File: config.mk
export PLATFORM = sky130hd
export DESIGN_NAME = websocket_frame_deframer
export DESIGN_NICKNAME = d
export VERILOG_FILES = /design/src/rtl/wsd_pkg.sv /design/src/rtl/wsd_front.sv /design/src/rtl/wsd_fifo.sv /design/src/rtl/wsd_back.sv /design/src/rtl/websocket_frame_deframer.sv
export SDC_FILE = /design/constraint.sdc
export NUM_CORES = 1
export LEC_CHECK = 0
export ABC_CLOCK_PERIOD_IN_PS = 6300
export CORE_UTILIZATION = 31
export DETAILED_ROUTE_END_ITERATION = 12
export DONT_BUFFER_PORTS = 1
export HOLD_SLACK_MARGIN = 0.08
export PLACE_DENSITY = 0.44
export SYNTH_ARGS = -nofsm -noshare
export SYNTH_HDL_FRONTEND = slang
export SYNTH_HIERARCHICAL = 1
export SYNTH_SLANG_ARGS = --single-unit
export TNS_END_PERCENT = 30
File: constraint.sdc
create_clock -name clk -period 6.3 [get_ports clk]
set_input_delay 0 -clock clk [delete_from_list [all_inputs] [get_ports clk]]
set_output_delay 0 -clock clk [all_outputs]
set_load 0.02 [all_outputs]
File: src/rtl/wsd_pkg.sv
// ----------------------------------------------------------------------------
// wsd_pkg
// Shared types and constants of the WebSocket frame deframer: event codes,
// header field codes and the record passed from the parser to the output side.
// ----------------------------------------------------------------------------
package wsd_pkg;

  // Event codes on the result channel
  typedef enum logic [1:0] {
    EV_DATA      = 2'd0,
    EV_EMPTY_END = 2'd1,
    EV_CLOSE     = 2'd2,
    EV_TOO_LONG  = 2'd3
  } ev_kind_t;

  // Header codes
  localparam logic [3:0] OPC_CLOSE    = 4'h8;
  localparam logic [6:0] LEN7_EXT16   = 7'd126;
  localparam logic [6:0] LEN7_EXT64   = 7'd127;

  // Config reset value
  localparam logic [31:0] MAX_LEN_RESET = 32'd2048;

  // Depth of the queue between parser and output side (power of two)
  localparam int QDEPTH = 4;
  localparam int QAW    = $clog2(QDEPTH);

  // One classified event: raw byte plus the key byte that unmasks it
  typedef struct packed {
    ev_kind_t    kind;
    logic [7:0]  data;
    logic [7:0]  key;
    logic [3:0]  opcode;
    logic        last;
  } rec_t;

endpackage

File: src/rtl/wsd_front.sv
// ----------------------------------------------------------------------------
// wsd_front
// Frame parser. Takes one byte per take cycle, tracks the header, extended
// length and mask key, and classifies each byte into at most one event record.
// ----------------------------------------------------------------------------
module wsd_front #(
  parameter int LENGTH_BITS = 32
) (
  input  logic               clk,
  input  logic               rst_n,
  input  logic               take,
  input  logic [7:0]         rx_byte,
  input  logic               cfg_wr,
  input  logic [31:0]        cfg_max,
  output logic               rec_push,
  output wsd_pkg::rec_t      rec
);

  localparam int CW = (LENGTH_BITS > 32) ? LENGTH_BITS : 32;

  typedef enum logic [2:0] {
    PH_HDR0, PH_HDR1, PH_EXT16, PH_EXT64, PH_MASK, PH_PAYLOAD
  } phase_t;

  phase_t                 phase_r, phase_nxt;
  logic                   halted_r, halted_nxt;
  logic                   frag_r, frag_nxt;
  logic [3:0]             fopc_r, fopc_nxt;
  logic                   fin_r, fin_nxt;
  logic [3:0]             opc_r, opc_nxt;
  logic                   masked_r, masked_nxt;
  logic [2:0]             cnt_r, cnt_nxt;
  logic [LENGTH_BITS-1:0] len_r, len_nxt;
  logic [LENGTH_BITS-1:0] rem_r, rem_nxt;
  logic [1:0]             pos_r, pos_nxt;
  logic [31:0]            key_r, key_nxt;
  logic [31:0]            max_r, max_nxt;

  logic [LENGTH_BITS-1:0] len_now;
  logic                   len_done;
  logic                   pay_start;
  logic                   frame_end;
  logic                   masked_now;
  logic                   frag_now;
  logic [3:0]             fopc_now;
  logic [3:0]             msg_opc;
  logic [7:0]             key_sel;
  logic                   emit;

  // Key byte for the current payload position, first key byte first
  always_comb begin
    case (pos_r)
      2'd0:    key_sel = key_r[31:24];
      2'd1:    key_sel = key_r[23:16];
      2'd2:    key_sel = key_r[15:8];
      default: key_sel = key_r[7:0];
    endcase
  end

  // Parser next state and event record
  always_comb begin
    phase_nxt  = phase_r;
    halted_nxt = halted_r;
    fopc_nxt   = fopc_r;
    fin_nxt    = fin_r;
    opc_nxt    = opc_r;
    masked_nxt = masked_r;
    cnt_nxt    = cnt_r;
    len_nxt    = len_r;
    rem_nxt    = rem_r;
    pos_nxt    = pos_r;
    key_nxt    = key_r;
    max_nxt    = cfg_wr ? cfg_max : max_r;
    len_now    = len_r;
    len_done   = 1'b0;
    pay_start  = 1'b0;
    frame_end  = 1'b0;
    masked_now = masked_r;
    frag_now   = frag_r;
    fopc_now   = fopc_r;
    emit       = 1'b0;
    rec        = '0;

    if (take && !halted_r) begin
      case (phase_r)
        PH_HDR0: begin
          fin_nxt   = rx_byte[7];
          opc_nxt   = rx_byte[3:0];
          phase_nxt = PH_HDR1;
        end
        PH_HDR1: begin
          masked_nxt = rx_byte[7];
          masked_now = rx_byte[7];
          if (opc_r == wsd_pkg::OPC_CLOSE) begin
            halted_nxt = 1'b1;
            emit       = 1'b1;
            rec.kind   = wsd_pkg::EV_CLOSE;
          end else begin
            // first non-final frame opens a fragmented message
            if (!fin_r && !frag_r) begin
              frag_now = 1'b1;
              fopc_now = opc_r;
            end
            cnt_nxt = 3'd0;
            len_nxt = '0;
            if (rx_byte[6:0] == wsd_pkg::LEN7_EXT16) begin
              phase_nxt = PH_EXT16;
            end else if (rx_byte[6:0] == wsd_pkg::LEN7_EXT64) begin
              phase_nxt = PH_EXT64;
            end else begin
              len_now  = LENGTH_BITS'(rx_byte[6:0]);
              len_done = 1'b1;
            end
          end
        end
        PH_EXT16, PH_EXT64: begin
          // big-endian shift-in, upper bytes fall off the top
          len_now = {len_r[LENGTH_BITS-9:0], rx_byte};
          len_nxt = len_now;
          cnt_nxt = cnt_r + 3'd1;
          if ((phase_r == PH_EXT16 && cnt_r == 3'd1) ||
              (phase_r == PH_EXT64 && cnt_r == 3'd7)) begin
            len_done = 1'b1;
          end
        end
        PH_MASK: begin
          key_nxt = {key_r[23:0], rx_byte};
          cnt_nxt = cnt_r + 3'd1;
          if (cnt_r == 3'd3) begin
            pay_start = 1'b1;
          end
        end
        PH_PAYLOAD: begin
          emit     = 1'b1;
          rec.kind = wsd_pkg::EV_DATA;
          rec.data = rx_byte;
          rec.key  = masked_r ? key_sel : 8'h00;
          rec.last = (rem_r == LENGTH_BITS'(1)) && fin_r;
          rem_nxt  = rem_r - LENGTH_BITS'(1);
          pos_nxt  = pos_r + 2'd1;
          if (rem_r == LENGTH_BITS'(1)) begin
            frame_end = 1'b1;
          end
        end
        default: begin
          phase_nxt = PH_HDR0;
        end
      endcase

      // Length known: limit check, then key or payload
      if (len_done) begin
        len_nxt = len_now;
        if (CW'(len_now) > CW'(max_r)) begin
          halted_nxt = 1'b1;
          emit       = 1'b1;
          rec.kind   = wsd_pkg::EV_TOO_LONG;
        end else if (masked_now) begin
          cnt_nxt   = 3'd0;
          phase_nxt = PH_MASK;
        end else begin
          pay_start = 1'b1;
        end
      end

      // Key known or absent: start payload, or close out an empty frame
      if (pay_start) begin
        pos_nxt = 2'd0;
        rem_nxt = len_now;
        if (len_now == '0) begin
          frame_end = 1'b1;
          if (fin_r) begin
            emit     = 1'b1;
            rec.kind = wsd_pkg::EV_EMPTY_END;
            rec.last = 1'b1;
          end
        end else begin
          phase_nxt = PH_PAYLOAD;
        end
      end
    end

    // Opcode is taken before a final frame closes the message
    msg_opc    = frag_now ? fopc_now : opc_r;
    rec.opcode = (rec.kind == wsd_pkg::EV_CLOSE) ? opc_r : msg_opc;
    fopc_nxt   = fopc_now;
    frag_nxt   = (frame_end && fin_r) ? 1'b0 : frag_now;
    if (frame_end) begin
      phase_nxt = PH_HDR0;
    end
  end

  assign rec_push = emit;

  // State registers
  always_ff @(posedge clk) begin
    if (!rst_n) begin
      phase_r  <= PH_HDR0;
      halted_r <= 1'b0;
      frag_r   <= 1'b0;
      max_r    <= wsd_pkg::MAX_LEN_RESET;
    end else begin
      phase_r  <= phase_nxt;
      halted_r <= halted_nxt;
      frag_r   <= frag_nxt;
      max_r    <= max_nxt;
    end
  end

  always_ff @(posedge clk) begin
    fopc_r   <= fopc_nxt;
    fin_r    <= fin_nxt;
    opc_r    <= opc_nxt;
    masked_r <= masked_nxt;
    cnt_r    <= cnt_nxt;
    len_r    <= len_nxt;
    rem_r    <= rem_nxt;
    pos_r    <= pos_nxt;
    key_r    <= key_nxt;
  end

  // Once halted, nothing more is queued
  a_halt_quiet: assert property (@(posedge clk) disable iff (!rst_n)
    halted_r |-> !rec_push)
    else $error("event produced while halted");

  // Close and too-long events halt the parser
  a_halt_after: assert property (@(posedge clk) disable iff (!rst_n)
    rec_push && (rec.kind == wsd_pkg::EV_CLOSE || rec.kind == wsd_pkg::EV_TOO_LONG)
    |=> halted_r)
    else $error("terminal event without halt");

  // Payload phase always has bytes left
  a_rem_nonzero: assert property (@(posedge clk) disable iff (!rst_n)
    (phase_r == PH_PAYLOAD) |-> (rem_r != '0))
    else $error("payload phase with no bytes left");

endmodule

File: src/rtl/wsd_fifo.sv
// ----------------------------------------------------------------------------
// wsd_fifo
// Short event queue between the parser and the output stage, so that either
// side can stall without stopping the other.
// ----------------------------------------------------------------------------
module wsd_fifo (
  input  logic              clk,
  input  logic              rst_n,
  input  logic              push,
  input  wsd_pkg::rec_t     wdata,
  input  logic              pop,
  output wsd_pkg::rec_t     rdata,
  output logic              full,
  output logic              empty
);

  localparam int AW = wsd_pkg::QAW;

  wsd_pkg::rec_t            mem_r [wsd_pkg::QDEPTH];
  logic [wsd_pkg::QAW-1:0]  wr_ptr_r, wr_ptr_nxt;
  logic [wsd_pkg::QAW-1:0]  rd_ptr_r, rd_ptr_nxt;
  logic [wsd_pkg::QAW:0]    cnt_r, cnt_nxt;
  logic                     do_push;
  logic                     do_pop;

  assign full    = (cnt_r == (wsd_pkg::QAW+1)'(wsd_pkg::QDEPTH));
  assign empty   = (cnt_r == '0);
  assign do_push = push && !full;
  assign do_pop  = pop && !empty;
  assign rdata   = mem_r[rd_ptr_r];

  // Pointer and fill count update
  always_comb begin
    wr_ptr_nxt = do_push ? wr_ptr_r + AW'(1) : wr_ptr_r;
    rd_ptr_nxt = do_pop  ? rd_ptr_r + AW'(1) : rd_ptr_r;
    cnt_nxt    = cnt_r;
    if (do_push && !do_pop) begin
      cnt_nxt = cnt_r + (AW+1)'(1);
    end else if (do_pop && !do_push) begin
      cnt_nxt = cnt_r - (AW+1)'(1);
    end
  end

  always_ff @(posedge clk) begin
    if (!rst_n) begin
      wr_ptr_r <= '0;
      rd_ptr_r <= '0;
      cnt_r    <= '0;
    end else begin
      wr_ptr_r <= wr_ptr_nxt;
      rd_ptr_r <= rd_ptr_nxt;
      cnt_r    <= cnt_nxt;
    end
  end

  // Entry storage
  always_ff @(posedge clk) begin
    if (do_push) begin
      mem_r[wr_ptr_r] <= wdata;
    end
  end

  // The parser only pushes when a slot is free
  a_no_overflow: assert property (@(posedge clk) disable iff (!rst_n)
    !(push && full))
    else $error("push into full queue");

  // Fill count stays within depth
  a_cnt_range: assert property (@(posedge clk) disable iff (!rst_n)
    cnt_r <= (wsd_pkg::QAW+1)'(wsd_pkg::QDEPTH))
    else $error("queue count out of range");

endmodule

File: src/rtl/wsd_back.sv
// ----------------------------------------------------------------------------
// wsd_back
// Output stage. Pulls event records from the queue, unmasks payload bytes and
// holds the result in an output register until it is popped.
// ----------------------------------------------------------------------------
module wsd_back (
  input  logic              clk,
  input  logic              rst_n,
  input  wsd_pkg::rec_t     q_rec,
  input  logic              q_empty,
  output logic              q_pop,
  input  logic              out_pop,
  output logic              out_empty,
  output logic [1:0]        out_event_kind,
  output logic [7:0]        out_payload_byte,
  output logic [3:0]        out_message_opcode,
  output logic              out_message_last
);

  logic               valid_r, valid_nxt;
  wsd_pkg::ev_kind_t  kind_r;
  logic [7:0]         byte_r;
  logic [3:0]         opc_r;
  logic               last_r;

  // Refill the output register when it is free or being taken
  assign q_pop     = !q_empty && (!valid_r || out_pop);
  assign valid_nxt = q_pop ? 1'b1 : (out_pop ? 1'b0 : valid_r);

  always_ff @(posedge clk) begin
    if (!rst_n) begin
      valid_r <= 1'b0;
    end else begin
      valid_r <= valid_nxt;
    end
  end

  // Result payload, unmasked on load
  always_ff @(posedge clk) begin
    if (q_pop) begin
      kind_r <= q_rec.kind;
      byte_r <= q_rec.data ^ q_rec.key;
      opc_r  <= q_rec.opcode;
      last_r <= q_rec.last;
    end
  end

  assign out_empty          = !valid_r;
  assign out_event_kind     = kind_r;
  assign out_payload_byte   = byte_r;
  assign out_message_opcode = opc_r;
  assign out_message_last   = last_r;

endmodule

File: src/rtl/websocket_frame_deframer.sv
// ----------------------------------------------------------------------------
// websocket_frame_deframer
// Parses WebSocket frames from a byte stream and delivers unmasked payload
// bytes and message events through a queue-style result port.
//
//  Channel | Ports                               | Transaction when
//  --------+-------------------------------------+---------------------------
//  input   | in_push, in_full, in_rx_byte        | in_push && !in_full
//  result  | out_pop, out_empty, out_event_kind, | out_pop && !out_empty
//          | out_payload_byte,                   |
//          | out_message_opcode, out_message_last|
//  config  | cfg_valid, cfg_ready,               | cfg_valid && cfg_ready
//          | cfg_max_frame_length                |
//
// One byte is accepted per cycle while in_full is low; the parser decides
// each byte in the cycle it arrives. The queue is written at the accepting
// edge; the output register loads from the queue when free or being popped.
// Reset is synchronous; it clears the parser, the queue and the output
// register, and sets the frame length limit to 2048. cfg_ready is always high.
// in_full follows the event queue only; when the result side stalls the queue
// fills after four events beyond the one held at the output. Once halted,
// bytes are still taken and dropped until reset.
// ----------------------------------------------------------------------------
module websocket_frame_deframer #(
  parameter int LENGTH_BITS = 32
) (
  input  logic        clk,
  input  logic        rst_n,
  input  logic        in_push,
  output logic        in_full,
  input  logic [7:0]  in_rx_byte,
  input  logic        out_pop,
  output logic        out_empty,
  output logic [1:0]  out_event_kind,
  output logic [7:0]  out_payload_byte,
  output logic [3:0]  out_message_opcode,
  output logic        out_message_last,
  input  logic        cfg_valid,
  output logic        cfg_ready,
  input  logic [31:0] cfg_max_frame_length
);

  wsd_pkg::rec_t  f_rec;
  logic           f_push;
  wsd_pkg::rec_t  q_rec;
  logic           q_pop;
  logic           q_empty;
  logic           q_full;
  logic           take;

  assign cfg_ready = 1'b1;
  assign in_full   = q_full;
  assign take      = in_push && !q_full;

  // Front: header parsing and classification
  wsd_front #(
    .LENGTH_BITS (LENGTH_BITS)
  ) u_front (
    .clk      (clk),
    .rst_n    (rst_n),
    .take     (take),
    .rx_byte  (in_rx_byte),
    .cfg_wr   (cfg_valid && cfg_ready),
    .cfg_max  (cfg_max_frame_length),
    .rec_push (f_push),
    .rec      (f_rec)
  );

  // Event queue
  wsd_fifo u_fifo (
    .clk   (clk),
    .rst_n (rst_n),
    .push  (f_push),
    .wdata (f_rec),
    .pop   (q_pop),
    .rdata (q_rec),
    .full  (q_full),
    .empty (q_empty)
  );

  // Back: unmasking and output register
  wsd_back u_back (
    .clk                (clk),
    .rst_n              (rst_n),
    .q_rec              (q_rec),
    .q_empty            (q_empty),
    .q_pop              (q_pop),
    .out_pop            (out_pop),
    .out_empty          (out_empty),
    .out_event_kind     (out_event_kind),
    .out_payload_byte   (out_payload_byte),
    .out_message_opcode (out_message_opcode),
    .out_message_last   (out_message_last)
  );

endmodule

# After elaboration in Yosys (flattened, before gate mapping)
# Memory sizes are Yosys's and may differ from the RTL's. A register that Yosys moved wholly into a read port is not among the register bits.
# Cells that the tools add are included.
# totals
reg_bits	171
ram_bits	92
in_bits	45
output_inout_bits	18
elab_cells	178
n_memories	1
# classes
add_sub_neg	7
order_cmp	1
n_eq_ne	17
n_mux	90
bitwise	2
reduce_logical	39
# memory_table
name	depth	width	rd	rd_ports_with_merged_regs	write_ports	line	text
u_fifo.mem_r	4	23	1	1	1	wsd_fifo.sv:19	wsd_pkg::rec_t mem_r [wsd_pkg::QDEPTH];
# op_table
operator	count
32-bit 2-to-1 mux	8
32-bit one-hot mux with 2 select lines	2
1-bit 2-to-1 mux	42
3-bit 2-to-1 mux	14
32-bit by 1-bit == test with 1-bit output (second input constant)	1
32-bit > comparator	1
32-bit zero test	1
32-bit by 1-bit subtractor with 32-bit output (second input constant)	1
4-bit 2-to-1 mux	6
8-bit one-hot mux with 3 select lines	1
2-bit 2-to-1 mux	10
18-bit 2-to-1 mux	1
16-bit 2-to-1 mux	1
7-bit == test (second input constant)	2
3-bit == test (second input constant)	4
1-bit logical AND	12
3-bit by 2-bit == test with 1-bit output (second input constant)	3
3-bit one-hot mux with 3 select lines	1
1-bit zero test	8
8-bit 2-to-1 mux	1
8-bit bitwise XOR	1
2-bit by 1-bit adder with 2-bit output (second input constant)	3
3-bit by 1-bit adder with 3-bit output (second input constant)	2
3-bit by 1-bit == test with 1-bit output (second input constant)	2
18 further kinds	28

# Longest topological paths before layout
# logic_depth
word_depth	18
depth_mapped	25
depth_no_buf	22

# By module
# Netlist, hierarchy kept.
# modules_own_cells
module	instances	cells_per_inst	area_each_um2
wsd_front	1	747	7970.1
wsd_fifo	1	168	3831.2
wsd_back	1	28	568.0
websocket_frame_deframer	1	3	25.0

# Worst setup path after synthesis
# Ideal clock, no wire load.
# synth_path
kind	reg-to-reg
from	reg u_front.opc_r[2]
to	reg u_front.pos_r[0], enable pin
arrival_ps	5378
path_slack_ps	485
stages_incl_launch_ff	18
path_buffers	4
synth_period_minus_slack_ps	5815
cell_sequence	edfxtp_1 > nor4b_2 > or2_1 > buf_2 > nor3_1 > nor2_1 > buf_2 > buf_1 > a21o_1 > ha_1 > a21oi_1 > nand2_1 > a221o_1 > or3_1 > a211oi_2 > nor2_1 > clkbuf_1 > a21oi_1
# synth_between
elab_chain_len	10
elab_cells_between_ends	13
cone_classes	order compare (1); eq/ne (1); mux (9); reduce/logical (2)
# synth_lines
item	line	text
start: declaration	wsd_front.sv:30	logic [3:0] opc_r, opc_nxt;
start signal: assignment	wsd_front.sv:212	opc_r <= opc_nxt;
4-bit == test *	wsd_front.sv:94	if (opc_r == wsd_pkg::OPC_CLOSE) begin
32-bit 2-to-1 mux	wsd_front.sv:94	
32-bit one-hot mux with 2 select lines	wsd_front.sv:85	case (phase_r)
32-bit 2-to-1 mux	wsd_front.sv:84	if (take && !halted_r) begin
32-bit > comparator	wsd_front.sv:153	if (CW'(len_now) > CW'(max_r)) begin
1-bit 2-to-1 mux	wsd_front.sv:153	
1-bit 2-to-1 mux *	wsd_front.sv:151	if (len_done) begin
1-bit 2-to-1 mux *	wsd_front.sv:84	
2-bit nonzero test (no source line) *	n/a	
2-bit AND reduction (no source line) *	n/a	
end signal: assignment	wsd_front.sv:217	pos_r <= pos_nxt;
end: declaration	wsd_front.sv:35	logic [1:0] pos_r, pos_nxt;
# Mark *: on every way between the ends. The rest lies on a longest branch, timed or not. The select of a mux whose other input is x is not followed.
# A chain may end at the register's enable or synchronous reset.

# Final worst setup path
# layout_path
from	reg u_front.opc_r[2]
to	reg u_fifo/cnt_r[2] (netlist bit)
# layout_between
elab_chain_len	15
elab_cells_between_ends	26
cone_classes	order compare (1); eq/ne (1); mux (18); reduce/logical (6)
# layout_lines
item	line	text
4-bit == test *	wsd_front.sv:94	
32-bit 2-to-1 mux	wsd_front.sv:94	
32-bit one-hot mux with 2 select lines	wsd_front.sv:85	
32-bit 2-to-1 mux	wsd_front.sv:84	
32-bit > comparator	wsd_front.sv:153	
1-bit 2-to-1 mux	wsd_front.sv:153	
1-bit 2-to-1 mux	wsd_front.sv:151	
1-bit 2-to-1 mux	wsd_front.sv:171	if (fin_r) begin
1-bit 2-to-1 mux	wsd_front.sv:169	if (len_now == '0) begin
1-bit 2-to-1 mux *	wsd_front.sv:166	if (pay_start) begin
1-bit 2-to-1 mux *	wsd_front.sv:84	
named net f_push	websocket_frame_deframer.sv:44	logic f_push;
1-bit logical AND *	wsd_fifo.sv:28	assign do_push = push && !full;
1-bit zero test	wsd_fifo.sv:39	end else if (do_pop && !do_push) begin
1-bit logical AND	wsd_fifo.sv:39	
2-bit nonzero test (no source line)	n/a	
end signal: assignment	wsd_fifo.sv:52	cnt_r <= cnt_nxt;
end: declaration	wsd_fifo.sv:22	logic [wsd_pkg::QAW:0] cnt_r, cnt_nxt;
# The timed path passes the listed nets; every way through them passes the cells marked *. The select of a mux whose other input is x is not followed.

==> reports/qor_table.md <==
| Stage | Parameter | Reported |
|:---|:---|:---|
| yosys | Top cell types by occurrence after synthesis | sky130_fd_sc_hd__edfxtp_1, sky130_fd_sc_hd__nor2_1, sky130_fd_sc_hd__a21oi_1 |
| yosys | Warning count from the yosys run | 6 |
| timing | Fin crit share | 92.4% |
| yosys | Sequential cell area fraction in the yosys report | 60.1% |
| detailed routing | Routed length on met1 | 13,300 um |
| global route | Via count of the first global-routing pass | 8,058 |
| timing | Post-route setup TNS | 0 ps |
| yosys | Post-synthesis instance area | 12,400 sq um |
| detailed routing | Met2 wire length | 14,500 um |
| setup path | Delay of the slowest critical-path stage | 640 ps |
| timing | Unrepaired setup endpoints after global routing | no |
| timing | Final count of hold timing violations | 0 |
| cts | Post-CTS resize count | 0 |
| global route | Wire length of the first global-routing pass | 46,900 um |
| setup path | Reg-to-reg critical path startpoint | u_front/opc_r[2]$_DFFE_PP_ |
| yosys | Leading post-synthesis cells by cell area | sky130_fd_sc_hd__edfxtp_1, sky130_fd_sc_hd__dfxtp_1, sky130_fd_sc_hd__ha_1 |
| floorplan | Starting density of the core | 31.8% |
| finish | Number of antenna repair diodes | 0 |
| setup path | Highest net fanout along the worst path | 29 |
| job | Maximum Capacitance Violations | 0 |
| setup path | Crit path launch | u_front/opc_r[2]$_DFFE_PP_ |
| cts | Clock Sinks | 265 |
| setup path | WP data required | 6820 ps |
| setup path | Slowest cell on crit path | sky130_fd_sc_hd__nor4b_2 |
| timing | Final Critical Period | 5820 ps |
| finish | Layout cell share with drive strength beyond 1 | 11.1% |
| cts | CTS tree | yes |
| finish | Final instance area | 14,800 sq um |
| global route | Number of antenna violations at the first check in global routing | 1 |
| run status | Result of the run | completed |
| detailed routing | Detailed-route wire length | 29,700 um |
| floorplan | IO Pins | 63 |
| detailed routing | Uppermost metal layer occupied by signal nets | met4 |
| detailed routing | Iteration-0 DRC count of the detailed router | 509 |
| global route | Sum of overflow across all layers after global routing | 0 |
| yosys | Avg Synthesized Cell Area | 13.1 sq um |
| timing | Worst clock skew | 19.0 ps |
| yosys | Ys flop type | sky130_fd_sc_hd__edfxtp_1 |
| global route | Total routing resource utilization after global routing | 14.8% |
| floorplan | Chip Width | 202 um |
| cts | Number of buffers inserted during clock tree synthesis | 30 |
| setup path | Category of the worst setup path capture point | register |
| detailed routing | Antenna-violating nets left | 0 |
| timing | Max Transition Viols Final | 0 |
| yosys | Cell taking the most area after synthesis | sky130_fd_sc_hd__edfxtp_1 |
| timing | Max_slew headroom | 33.5% |
| detailed routing | Vias per inst | 4.84 |
| power and ir drop | IR Drop Worst-Case VDD | 0.000230 V |
| cts | Hold buffer count at CTS | 75 |
| yosys | Post-synthesis async set-or-reset flop share | 0% |
| yosys | Count of cell types in the netlist | 67 |
| timing | Final-report setup violation count | 0 |
| finish | Net count, final | 1,128 |
| detailed routing | Total via count after detailed routing | 7,637 |
| cts | CTS Buffer Depth | 3 |
| setup path | Setup crit start kind | register |
| setup path | Setup slack, reg-to-reg | 480 ps |
| detailed routing | WL per Instance | 18.9 um |
| timing | Transition at the pin with the smallest max-transition slack | 989 ps |
| timing | Tightest hold margin | 134 ps |
| global route | Maximum number of pins on one net before global-route repair | 47 |
| cts | Number of H-tree levels | 1 |
| yosys | Instance count of the mapped netlist | 946 |
| placement | Instance area at placement | 13,000 sq um |
| setup path | Critical path arrival | 6340 ps |
| placement | RD Place Congestion | 0.788 |
| detailed routing | Residual DRC count | 0 |
| setup path | Cell Chain, Critical Path | nor4b_2 > or2_1 > nor3_1 > nor2_2 > buf_4 > a21o_1 > ha_1 > a21oi_1 > o21ai_1 > a221o_1 > or3_1 > a211oi_2 > o2111ai_2 > o21ai_1 > o21a_1 > nor2b_1 > ha_1 > inv_1 > fa_1 > xor2_1 > or3_1 > a21boi_1 |
| worst hold path | Launch point of the worst hold path | cfg_max_frame_length[11] |
| cts | Postcts setup bufs | 0 |
| power and ir drop | Leakage power | 5.31 nW |
| floorplan | Number of cell rows | 72 |
| timing | Final setup margin | 479 ps |
| yosys | Portion of synthesized cell area occupied by the leading cell type | 51.8% |
| floorplan | Placeable core region | 39,000 sq um |
| yosys | Yosys reg bits | 265 |
| placement | # port buffers | 0 |
| power and ir drop | Areal power density over the cells | 351 nW/um^2 |
| yosys | Most frequently used cell type in the post-synthesis netlist | sky130_fd_sc_hd__edfxtp_1 |
| placement | Post-DP HPWL | 19,700 um |
| power and ir drop | Total chip power | 5.18 mW |
| placement | Pre-CTS worst setup slack | 497 ps |
| detailed routing | Routed length on met3 | 1070 um |
| timing | Peak clock frequency supported by timing | 172 MHz |
| finish | Area added between synthesis and finish | 19.2% |
| floorplan | Die outline area | 40,800 sq um |
| detailed routing | Count of TritonRoute iterations in the first routing pass | 8 |
| cts | Worst-path clk slew | 60 ps |
| yosys | Number of enable flip-flop cells after synthesis | 214 |
| setup path | Kind of critical path | reg -> reg |
| floorplan | Die Y-Extent | 202 um |
| cts | Clock insertion delay at the later pin of the skew report | 590 ps |
| cts | CTS root buffer | sky130_fd_sc_hd__clkbuf_16 |
| worst hold path | Class of the tightest hold or removal check | in -> reg |
| yosys | Syn Nets | 1,039 |
-- metrics by stage --
step	util (%)	cells
final	37.9	1577
after global routing	37.9	1577
after CTS	37.9	1577
after detailed placement	33.4	1446
after global placement	33.4	1446
after floorplan	-	946
-- state kept, by name, indices dropped and copies added, names as in the netlist, 4 cells and up, named ones only --
signal	cells
u_back/out_message_opcode	4
u_back/out_payload_byte	8
u_fifo/mem_r	92
u_front/fopc_r	4
u_front/key_r	32
u_front/len_r	32
u_front/max_r	32
u_front/opc_r	4
u_front/rem_r	32
-- critical path, delay by kind of cell (launching register included) --
family / cells / cell delay, ps
simple gates: 7 / 1980
compound gates: 9 / 1940
fa+ha+maj: 3 / 830
flops: 1 / 420
buf+inv: 2 / 390
xor+xnor: 1 / 180
-- cell type report --
class	count	area (sq um)
multi-input cells	591	4590
flip-flops and latches	265	7450
clock buffers	47	896
fillers	3757	24200
repair buffers	96	931
inverters	51	191
well taps	518	648
clock inverters	9	70.1
-- logic make-up (layout without fill, tap and decap cells) --
family / Yosys count / in the layout / share of synthesized area, %
flip-flops: 265 / 265 / 60.1
XOR/XNOR: 40 / 40 / 2.83
adder cells (fa/ha/maj): 48 / 48 / 4.91
AO/OA/AOI/OAI: 144 / 144 / 7.93
multiplexers: 77 / 77 / 8.66
buffers and inverters: 90 / 203 / 3.21
AND/OR/NAND/NOR: 281 / 281 / 12.3
other: 1 / 1 / 0.0303
-- power by group --
| group | total [mW] | switching, mW | internal [mW] | leakage, nW |
|---|---|---|---|---|
| registers | 2.37 | 0.186 | 2.19 | 2.40 |
| logic | 1.12 | 0.635 | 0.481 | 2.43 |
| clock network | 1.69 | 0.713 | 0.976 | 0.480 |
| total | 5.18 | 1.53 | 3.65 | 5.31 |
-- path summary, 6_finish.rpt --
path | to | cells after the start
worst max register to register | u_fifo/cnt_r[2]$_SDFFE_PN0P_ | 22
worst max-delay path | u_fifo/cnt_r[2]$_SDFFE_PN0P_ | 22
worst min register to register | u_front/halted_r$_SDFFE_PN0P_ | 1
worst min-delay path | u_front/max_r[11]$_SDFFE_PN1P_ | 3
-- layout by cell type, fill, tap and decap left out, drive strengths merged, types with 30 or more instances in the layout --
cell type,instances
nor2b,39
clkbuf,47
nor2,74
dlygate4sd3,74
edfxtp,214
nand2,36
ha,47
a21o,30
a21oi,52
and2,48
inv,51
dfxtp,51
mux2i,42
-- metal layers --
layer / up-vias / global-route usage [%]
met5: - / 0
met4: 0 / 4.79
met3: 52 / 2.37
met2: 153 / 25.4
met1: 3755 / 18.9
li1: 3677 / -
Power figures use the tool's default switching activity.
